==> config.mk <==
export PLATFORM = sky130hd
export DESIGN_NAME = target_rate_limiter_mru_top
export DESIGN_NICKNAME = d
export VERILOG_FILES = /design/src/design/trl_pkg.sv /design/src/design/trl_front.sv /design/src/design/trl_queue.sv /design/src/design/trl_back.sv /design/src/design/target_rate_limiter_mru_top.sv
export SDC_FILE = /design/constraint.sdc
export NUM_CORES = 2
export LEC_CHECK = 0
export BUFFER_PORTS_ARGS = -buffer_cell sky130_fd_sc_hd__buf_2
export CAP_MARGIN = 20
export CORE_MARGIN = 1
export CORE_UTILIZATION = 30
export CTS_BUF_LIST = sky130_fd_sc_hd__clkbuf_4
export CTS_CLUSTER_DIAMETER = 30
export DETAILED_ROUTE_END_ITERATION = 10
export GPL_TIMING_DRIVEN = 0
export PLACE_DENSITY = 0.43
export SKIP_LAST_GASP = 1
export SLEW_MARGIN = 20
export SYNTH_ARGS = -nofsm -noshare
export SYNTH_HDL_FRONTEND = slang
export SYNTH_SLANG_ARGS = --single-unit
==> constraint.sdc <==
create_clock -name clk -period 7.4 [get_ports clk]
set_clock_uncertainty 0.1 [all_clocks]
set_input_delay 1.48 -clock clk [delete_from_list [all_inputs] [get_ports clk]]
set_output_delay 1.48 -clock clk [all_outputs]
set_load 0.01 [all_outputs]
==> src/design/trl_pkg.sv <==
// Types and constants shared by the target rate limiter modules.
`timescale 1ns / 1ps

package trl_pkg;

  // One classified request as it travels from the front to the back.
  typedef struct packed {
    logic [7:0]  hash;
    logic [31:0] now_seconds;
    logic        immune;
  } trl_item_t;

  // One result as it leaves the back.
  typedef struct packed {
    logic        refused;
    logic [31:0] wait_seconds;
    logic [1:0]  lag_add;
    logic        was_known;
  } trl_result_t;

  // Sequencer of the back part.
  typedef enum logic [1:0] {
    BK_IDLE,
    BK_EVAL,
    BK_COMMIT
  } trl_back_state_t;

  // Register indexes on the configuration port.
  localparam logic REG_LIST_LENGTH = 1'b0;
  localparam logic REG_INTERVAL    = 1'b1;

  localparam logic [5:0]  LIST_LENGTH_RESET = 6'd20;
  localparam logic [15:0] INTERVAL_RESET    = 16'd15;

  localparam int QDEPTH = 2;

  // Bounds of the 40-bit signed next-allowed time, widened for arithmetic.
  localparam logic signed [41:0] NAT_MAX_X = 42'sh7F_FFFF_FFFF;
  localparam logic signed [39:0] NAT_MAX   = 40'sh7F_FFFF_FFFF;
  localparam logic [1:0]         REFUSE_LAG = 2'd2;
  localparam logic signed [41:0] REFUSE_STEP = 42'sd2;

  // Fold a 32-bit target reference to its 8-bit hash.
  function automatic logic [7:0] trl_hash(input logic [31:0] v);
    logic [31:0] f;
    f = (v >> 17) ^ (v >> 9);
    return f[7:0];
  endfunction

endpackage

==> src/design/trl_front.sv <==
// Front part: accepts requests, hashes the target reference, feeds the queue.
`timescale 1ns / 1ps

module trl_front
  import trl_pkg::*;
(
  input  logic        clk,
  input  logic        rst,
  input  logic        in_valid,
  output logic        in_ready,
  input  logic [31:0] target_ref,
  input  logic [31:0] now_seconds,
  input  logic        immune,
  output logic        push_valid,
  input  logic        push_ready,
  output trl_item_t   push_item
);

  logic      held;
  trl_item_t item;

  assign in_ready   = !held || push_ready;
  assign push_valid = held;
  assign push_item  = item;

  always_ff @(posedge clk) begin
    if (rst) begin
      held <= 1'b0;
    end else if (in_valid && in_ready) begin
      held <= 1'b1;
    end else if (push_ready) begin
      held <= 1'b0;
    end
  end

  always_ff @(posedge clk) begin
    if (in_valid && in_ready) begin
      item.hash        <= trl_hash(target_ref);
      item.now_seconds <= now_seconds;
      item.immune      <= immune;
    end
  end

endmodule

==> src/design/trl_queue.sv <==
// Short queue between the front and the back parts.
`timescale 1ns / 1ps

module trl_queue
  import trl_pkg::*;
(
  input  logic      clk,
  input  logic      rst,
  input  logic      wr_valid,
  output logic      wr_ready,
  input  trl_item_t wr_item,
  output logic      rd_valid,
  input  logic      rd_ready,
  output trl_item_t rd_item
);

  localparam int PW = (QDEPTH > 1) ? $clog2(QDEPTH) : 1;
  localparam int CW = $clog2(QDEPTH + 1);

  trl_item_t       slots [QDEPTH];
  logic [PW-1:0]   wr_ptr;
  logic [PW-1:0]   rd_ptr;
  logic [CW-1:0]   count;
  logic            do_wr;
  logic            do_rd;

  assign wr_ready = (count != CW'(QDEPTH));
  assign rd_valid = (count != '0);
  assign rd_item  = slots[rd_ptr];
  assign do_wr    = wr_valid && wr_ready;
  assign do_rd    = rd_valid && rd_ready;

  always_ff @(posedge clk) begin
    if (rst) begin
      wr_ptr <= '0;
      rd_ptr <= '0;
      count  <= '0;
    end else begin
      if (do_wr) begin
        wr_ptr <= (wr_ptr == PW'(QDEPTH - 1)) ? '0 : wr_ptr + 1'b1;
      end
      if (do_rd) begin
        rd_ptr <= (rd_ptr == PW'(QDEPTH - 1)) ? '0 : rd_ptr + 1'b1;
      end
      if (do_wr && !do_rd) begin
        count <= count + 1'b1;
      end else if (do_rd && !do_wr) begin
        count <= count - 1'b1;
      end
    end
  end

  always_ff @(posedge clk) begin
    if (do_wr) begin
      slots[wr_ptr] <= wr_item;
    end
  end

endmodule

==> src/design/trl_back.sv <==
// Back part: searches the recent list, updates the time budget, makes results.
`timescale 1ns / 1ps

module trl_back
  import trl_pkg::*;
#(
  parameter int MAX_SLOTS = 32
) (
  input  logic        clk,
  input  logic        rst,
  input  logic [5:0]  list_length,
  input  logic [15:0] new_target_interval,
  input  logic        pop_valid,
  output logic        pop_ready,
  input  trl_item_t   pop_item,
  output logic        res_valid,
  input  logic        res_ready,
  output trl_result_t res
);

  localparam int LW = $clog2(MAX_SLOTS + 1);
  localparam int KW = LW + 16;

  trl_back_state_t state;
  trl_back_state_t state_next;

  logic [7:0]             recent [MAX_SLOTS];
  logic signed [39:0]     nat;

  logic [LW-1:0]          len_q;
  logic [KW-1:0]          k_len;
  logic signed [KW+1:0]   k_back;
  logic [8:0]             len_raw;
  logic [8:0]             len_clamp;

  trl_item_t              work;
  logic [MAX_SLOTS-1:0]   shift_mask;
  logic [MAX_SLOTS-1:0]   mask_next;
  logic [MAX_SLOTS-1:0]   match;
  logic                   found;
  logic                   early;
  logic                   catch_up;

  logic signed [41:0]     now_x;
  logic signed [41:0]     nat_x;
  logic signed [41:0]     reach;
  logic signed [41:0]     bump;
  logic signed [41:0]     advance;
  logic signed [41:0]     restart;
  logic signed [41:0]     gap;
  logic signed [39:0]     nat_refused;
  logic signed [39:0]     nat_passed;
  logic [31:0]            wait_sat;
  logic                   acc;

  // Effective length and the two catch-up products follow the registers.
  always_comb begin
    len_raw = 9'(list_length);
    if (len_raw == 9'd0) begin
      len_clamp = 9'd1;
    end else if (len_raw > 9'(MAX_SLOTS)) begin
      len_clamp = 9'(MAX_SLOTS);
    end else begin
      len_clamp = len_raw;
    end
  end

  always_ff @(posedge clk) begin
    len_q  <= LW'(len_clamp);
    k_len  <= KW'(len_q) * KW'(new_target_interval);
    k_back <= $signed((KW+2)'(k_len)) - $signed((KW+2)'({new_target_interval, 1'b0}));
  end

  assign now_x = $signed({10'd0, work.now_seconds});
  assign nat_x = 42'(nat);
  assign reach = nat_x + $signed(42'(k_len));

  // Search over the active slots; a slot moves when no match lies before it.
  always_comb begin
    acc = 1'b0;
    for (int k = 0; k < MAX_SLOTS; k++) begin
      match[k]     = (recent[k] == work.hash) && (LW'(k) < len_q);
      mask_next[k] = (LW'(k) < len_q) && !acc;
      acc          = acc | match[k];
    end
  end

  // Time arithmetic of the commit step.
  always_comb begin
    bump    = nat_x + REFUSE_STEP;
    advance = nat_x + $signed({26'd0, new_target_interval});
    restart = now_x - 42'(k_back);
    gap     = bump - now_x;
    nat_refused = (bump > NAT_MAX_X) ? NAT_MAX : bump[39:0];
    nat_passed  = catch_up ? restart[39:0]
                : ((advance > NAT_MAX_X) ? NAT_MAX : advance[39:0]);
    if (gap[41:32] != 10'd0) begin
      wait_sat = gap[41] ? 32'd0 : 32'hFFFF_FFFF;
    end else begin
      wait_sat = gap[31:0];
    end
  end

  always_comb begin
    state_next = state;
    pop_ready  = 1'b0;
    case (state)
      BK_IDLE: begin
        pop_ready = !res_valid || res_ready;
        if (pop_valid && pop_ready) begin
          state_next = BK_EVAL;
        end
      end
      BK_EVAL: begin
        state_next = BK_COMMIT;
      end
      BK_COMMIT: begin
        state_next = BK_IDLE;
      end
      default: begin
        state_next = BK_IDLE;
      end
    endcase
  end

  always_ff @(posedge clk) begin
    if (rst) begin
      state <= BK_IDLE;
    end else begin
      state <= state_next;
    end
  end

  always_ff @(posedge clk) begin
    if (state == BK_IDLE && pop_valid && pop_ready) begin
      work <= pop_item;
    end
    if (state == BK_EVAL) begin
      shift_mask <= mask_next;
      found      <= |match;
      early      <= now_x < nat_x;
      catch_up   <= now_x > reach;
    end
  end

  always_ff @(posedge clk) begin
    if (rst) begin
      nat       <= '0;
      res_valid <= 1'b0;
      for (int k = 0; k < MAX_SLOTS; k++) begin
        recent[k] <= 8'd0;
      end
    end else begin
      if (res_valid && res_ready) begin
        res_valid <= 1'b0;
      end
      if (state == BK_COMMIT) begin
        res_valid <= 1'b1;
        if (!work.immune) begin
          if (!found && early) begin
            nat <= nat_refused;
          end else begin
            if (!found) begin
              nat <= nat_passed;
            end
            for (int k = 1; k < MAX_SLOTS; k++) begin
              if (shift_mask[k]) begin
                recent[k] <= recent[k-1];
              end
            end
            recent[0] <= work.hash;
          end
        end
      end
    end
  end

  always_ff @(posedge clk) begin
    if (state == BK_COMMIT) begin
      if (work.immune) begin
        res <= '0;
      end else if (found) begin
        res.refused      <= 1'b0;
        res.wait_seconds <= 32'd0;
        res.lag_add      <= 2'd0;
        res.was_known    <= 1'b1;
      end else if (early) begin
        res.refused      <= 1'b1;
        res.wait_seconds <= wait_sat;
        res.lag_add      <= REFUSE_LAG;
        res.was_known    <= 1'b0;
      end else begin
        res <= '0;
      end
    end
  end

endmodule

==> src/design/target_rate_limiter_mru_top.sv <==
// Top level of the recent-target rate limiter with its configuration port.
//
//   channel   | handshake                 | payload
//   ----------+---------------------------+---------------------------------------
//   request   | in_valid / in_ready       | target_ref, now_seconds, immune
//   result    | out_valid / out_ready     | refused, wait_seconds, lag_add, was_known
//   config    | psel, penable, pwrite     | paddr, pwdata, prdata (pready tied high)
//
// A request is registered in the front, where its target is hashed, and then
// waits in a two-entry queue. The back handles one request at a time: fetch
// from the queue, search of the recent list, then commit of list, time and
// result. It takes another request only in its idle state and while the result
// register is free or being emptied, so the sustained rate is set by that
// search-then-commit sequence on the shared list and by result stalls.
// Reset is synchronous: it empties the front, the queue and the output register,
// clears the list and the next-allowed time, and loads the register defaults.
// A stalled result holds only the back; the front and queue keep taking
// requests until the queue and the front register are full.
`timescale 1ns / 1ps

module target_rate_limiter_mru_top
  import trl_pkg::*;
#(
  parameter int MAX_SLOTS = 32
) (
  input  logic        clk,
  input  logic        rst,
  input  logic        in_valid,
  output logic        in_ready,
  input  logic [31:0] target_ref,
  input  logic [31:0] now_seconds,
  input  logic        immune,
  output logic        out_valid,
  input  logic        out_ready,
  output logic        refused,
  output logic [31:0] wait_seconds,
  output logic [1:0]  lag_add,
  output logic        was_known,
  input  logic        psel,
  input  logic        penable,
  input  logic        pwrite,
  input  logic [2:0]  paddr,
  input  logic [31:0] pwdata,
  output logic [31:0] prdata,
  output logic        pready
);

  logic [5:0]  list_length;
  logic [15:0] new_target_interval;

  logic        push_valid;
  logic        push_ready;
  trl_item_t   push_item;
  logic        pop_valid;
  logic        pop_ready;
  trl_item_t   pop_item;
  trl_result_t res;

  // The register index is the word address; reads are zero-extended to 32 bits.
  assign pready = 1'b1;

  always_ff @(posedge clk) begin
    if (rst) begin
      list_length         <= LIST_LENGTH_RESET;
      new_target_interval <= INTERVAL_RESET;
    end else if (psel && penable && pwrite && pready) begin
      if (paddr[2] == REG_LIST_LENGTH) begin
        list_length <= pwdata[5:0];
      end else begin
        new_target_interval <= pwdata[15:0];
      end
    end
  end

  always_comb begin
    case (paddr[2])
      REG_LIST_LENGTH: prdata = {26'd0, list_length};
      REG_INTERVAL:    prdata = {16'd0, new_target_interval};
      default:         prdata = 32'd0;
    endcase
  end

  trl_front u_front (
    .clk         (clk),
    .rst         (rst),
    .in_valid    (in_valid),
    .in_ready    (in_ready),
    .target_ref  (target_ref),
    .now_seconds (now_seconds),
    .immune      (immune),
    .push_valid  (push_valid),
    .push_ready  (push_ready),
    .push_item   (push_item)
  );

  trl_queue u_queue (
    .clk      (clk),
    .rst      (rst),
    .wr_valid (push_valid),
    .wr_ready (push_ready),
    .wr_item  (push_item),
    .rd_valid (pop_valid),
    .rd_ready (pop_ready),
    .rd_item  (pop_item)
  );

  trl_back #(
    .MAX_SLOTS (MAX_SLOTS)
  ) u_back (
    .clk                 (clk),
    .rst                 (rst),
    .list_length         (list_length),
    .new_target_interval (new_target_interval),
    .pop_valid           (pop_valid),
    .pop_ready           (pop_ready),
    .pop_item            (pop_item),
    .res_valid           (out_valid),
    .res_ready           (out_ready),
    .res                 (res)
  );

  // Result fields leave straight from the output register of the back.
  assign refused      = res.refused;
  assign wait_seconds = res.wait_seconds;
  assign lag_add      = res.lag_add;
  assign was_known    = res.was_known;

endmodule

==> results.sh <==
export IMPL_clk_insertion_delay_late_ns=1.17
export IMPL_pwr_share_comb=0.362
export IMPL_cts_sinks=609
export IMPL_hp_class="reg2reg"
export IMPL_p_total_mw=12.4
export IMPL_p_leak_nw=17.0
export IMPL_area_growth_syn_to_layout_pct=14.7
export IMPL_overflow=0
export IMPL_grt_busiest_layer="met2"
export IMPL_cp_end_kind="flop"
export IMPL_setup_violations=0
export IMPL_cp_data_arrival_time_ns=7.47
export IMPL_synth_area_um2=37000
export IMPL_vias=29627
export IMPL_htree_levels=4
export IMPL_cts_buffers=190
export IMPL_intPower_mw=7.63
export IMPL_seqPwrFrac=0.359
export IMPL_ant_nets=0
export IMPL_drive_gt1_frac=0.140
export IMPL_max_clock_path_buffers=3
export IMPL_grt_use_total=0.196
export IMPL_slew_headroom=0.210
export IMPL_grt_pass1_vias=29324
export IMPL_grt_use_met3=0.0390
export IMPL_final_core_util=0.348
export IMPL_crit_fanout=10
export IMPL_cts_clk_slew_worst_paths_ns=0.06
export IMPL_hold_viol=0
export IMPL_worstSetupPathType="reg2reg"
export IMPL_crit_top_cell="o21ai_0"
export IMPL_holdBufCountCts=0
export IMPL_ys_seq_area_frac=0.431
export IMPL_gp_congestion=0.924
export IMPL_r2r_start="u_back.nat[1]$_SDFFE_PP0P_"
export IMPL_crit_start="u_back.nat[1]$_SDFFE_PP0P_"
export IMPL_syn_area_per_cell_um2=9.66
export IMPL_critPathBufInv=0
export IMPL_synth_cells=3830
export IMPL_vias_per_cell=4.97
export IMPL_die_area_um2=125000
export IMPL_power_density_nw_per_um2=293
export IMPL_synth_edff_count=376
export IMPL_clkPwrFrac=0.279
export IMPL_yosysWarningCount=0
export IMPL_worstPathCellList="ha_1 -> a21o_1 -> a21oi_1 -> o21ai_0 -> a21bo_2 -> o21ai_0 -> o21ai_0 -> a21oi_1 -> nor2_1 -> xnor2_1 -> ha_1 -> nand4_1 -> nor3_1 -> nand4_1 -> or4_1 -> mux2_2 -> o21ai_0 -> a21oi_1 -> o2111ai_1 -> o22ai_1"
export IMPL_cp_start_kind="flop"
export IMPL_post_drt_wl_per_cell_um=20.8
export IMPL_ys_seq_elements=609
export IMPL_synthFlopType="edfxtp_1"
export IMPL_start_util=0.303
export IMPL_io_pins=178
export IMPL_initialDrtViolationCount=2038
export IMPL_drc=0
export IMPL_antenna_found_initial=6
export IMPL_p_sw_frac=0.387
export IMPL_cap_viol_max_count=0
export IMPL_io_buffers=123
export IMPL_ir_drop_mv=0.120
export IMPL_hp_start="u_back.k_len[0]$_DFF_P_"
export IMPL_met1_usage=0.285
export IMPL_post_route_period_util=0.910
export IMPL_crit_slowest_cell="a21oi_1"
export IMPL_design_final_nets=4560
export IMPL_ctsRootBufferMaster="clkbuf_4"
export IMPL_postCtsSetupBuffers=0
export IMPL_period_minus_slack_ns=6.74
export IMPL_cts_tree="built"
export IMPL_cpPeakStageDelay_ns=0.96
export IMPL_async_flop_share=0
export IMPL_grt_max_degree=42
export IMPL_required_ns=8.13
export IMPL_crit_family="compound AO/OA/AOI/OAI gates"
export IMPL_cts_repair_resized=0
export IMPL_core_um2=122000
export IMPL_report_final_slew_viol_count=0
export IMPL_yosys_cell_types_count=84
export IMPL_drt_pass1_iterations=5
export IMPL_fmax_mhz=148
export IMPL_grt_setup_unrepaired="false"
export IMPL_p_sw_mw=4.82
export IMPL_fillCellCount=12822
export IMPL_met2_usage=0.289
export IMPL_grt_pass1_wl_mm=184
export IMPL_tns_ns=0
export IMPL_worst_pin_slew_ns=1.19
export IMPL_place_hpwl_mm=95.2
export IMPL_placementRows=128
export IMPL_routed_wirelength_mm=124
export IMPL_run_status="finished clean"
export IMPL_die_h_um=353
export IMPL_dieWidth_um=353
area by class of cell:
type	instances	area, um2	area share
multi-input cells	2819	19400	0.458
flip-flops and latches	609	16000	0.376
well taps	1625	2030	0.0479
clock buffers	262	1970	0.0463
plain buffers	209	947	0.0223
repair buffers	138	787	0.0185
inverters	209	785	0.0185
clock inverters	88	542	0.0128
diodes	5	12.5	0.000295
power groups by stage:
stage	Sequential (mW)	Combinational, mW	Clock [mW]
finish	4.47	4.50	3.47
global route	4.51	4.97	3.79
CTS	4.46	4.52	3.60
detailed placement	4.53	4.49	0
global placement	4.57	4.43	0
floorplan	4.31	3.15	0
registers in the layout (all words and copies together), names as in the netlist, 2 cells and up:
name                 flops
u_front.push_item       41
u_back.now_x            32
new_target_interval     16
u_back.work              9
u_queue.slots           82
u_back.state             2
u_back.res              34
u_back.len_q             6
u_back.k_back           23
u_queue.count            2
u_back.nat              40
u_back.k_len            22
list_length              6
u_back.recent          256
u_back.shift_mask       31
stage by stage:
| step | instance area (um2) | hold WS, ns | setup WS (ns) | cells |
|---|---|---|---|---|
| 2_1_floorplan | 37100 | 0.234 | 0.321 | 3846 |
| 3_3_place_gp | 39700 | 0.270 | -3.47 | 5594 |
| 3_5_place_dp | 39900 | 0.267 | 0.795 | 5609 |
| 4_1_cts | 42500 | 0.237 | 0.706 | 5959 |
| 5_1_grt | 42500 | 0.291 | 0.218 | 5961 |
| 6_report | 42500 | 0.276 | 0.664 | 5964 |
routing by layer:
metal	up-vias	wire [um]
li1	14386	-
met1	14159	61400
met2	897	52100
met3	183	7580
met4	2	2730
met5	-	11
worst register-to-register path: cells and delay by family, from the launching register on:
| family | cells | cell delay [ns] |
|---|---|---|
| and+or+nand+nor | 5 | 1.51 |
| AOI/OAI and AO/OA | 11 | 2.96 |
| adders and majority gates | 2 | 0.67 |
| DFF | 1 | 0.64 |
| muxes | 1 | 0.30 |
| xor gates and xnor gates | 1 | 0.23 |
cell usage after synthesis, types with 88 or more instances:
cell | number | area [um2]
edfxtp_1 | 376 | 11300
a21oi_1 | 179 | 896
clkbuf_1 | 135 | 507
nand2_1 | 490 | 1840
nor3_1 | 88 | 440
xor2_1 | 162 | 1420
and3_1 | 156 | 976
inv_1 | 208 | 781
o21ai_0 | 258 | 1290
nor2_1 | 181 | 679
dfxtp_1 | 233 | 4660
xnor2_1 | 281 | 2460
ha_1 | 215 | 2690
cells by family after synthesis:
logic type / count (synthesis) / synth area share
flops: 609 / 0.431
xor+xnor: 444 / 0.105
fa+ha+maj: 277 / 0.106
other cells: 2 / 0.000203
buf+inv: 418 / 0.0468
compound gates: 743 / 0.125
simple gates: 1281 / 0.169
mux: 56 / 0.0168
final timing paths:
| path | endpoint | cells past startpoint | slack [ns] |
|---|---|---|---|
| min | u_back.k_back[0]$_DFF_P_ | 0 | 0.28 |
| min reg2reg | u_back.k_back[0]$_DFF_P_ | 0 | 0.28 |
| max | u_back.catch_up$_DFFE_PN_ | 20 | 0.66 |
| max reg2reg | u_back.catch_up$_DFFE_PN_ | 20 | 0.66 |
layout by cell type (no fill, tap or decap), types with 32 or more instances in the layout:
| cell type | netlist | final |
|---|---|---|
| a21o_1 | 62 | 62 |
| a21oi_1 | 179 | 179 |
| and2_1 | 54 | 53 |
| and3_1 | 156 | 155 |
| buf_2 | 36 | 165 |
| buf_4 | 29 | 32 |
| clkbuf_1 | 135 | 135 |
| clkbuf_4 | 0 | 262 |
| clkinv_1 | 1 | 45 |
| dfxtp_1 | 233 | 233 |
| edfxtp_1 | 376 | 376 |
| fa_1 | 62 | 62 |
| ha_1 | 215 | 215 |
| inv_1 | 208 | 207 |
| mux2_2 | 49 | 49 |
| nand2_1 | 490 | 490 |
| nand3_1 | 63 | 63 |
| nand4_1 | 75 | 75 |
| nor2_1 | 181 | 180 |
| nor2b_1 | 34 | 33 |
| nor3_1 | 88 | 86 |
| nor4_1 | 45 | 43 |
| o21ai_0 | 258 | 258 |
| xnor2_1 | 281 | 281 |
| xor2_1 | 162 | 162 |
(Power assumes the default switching activity.)
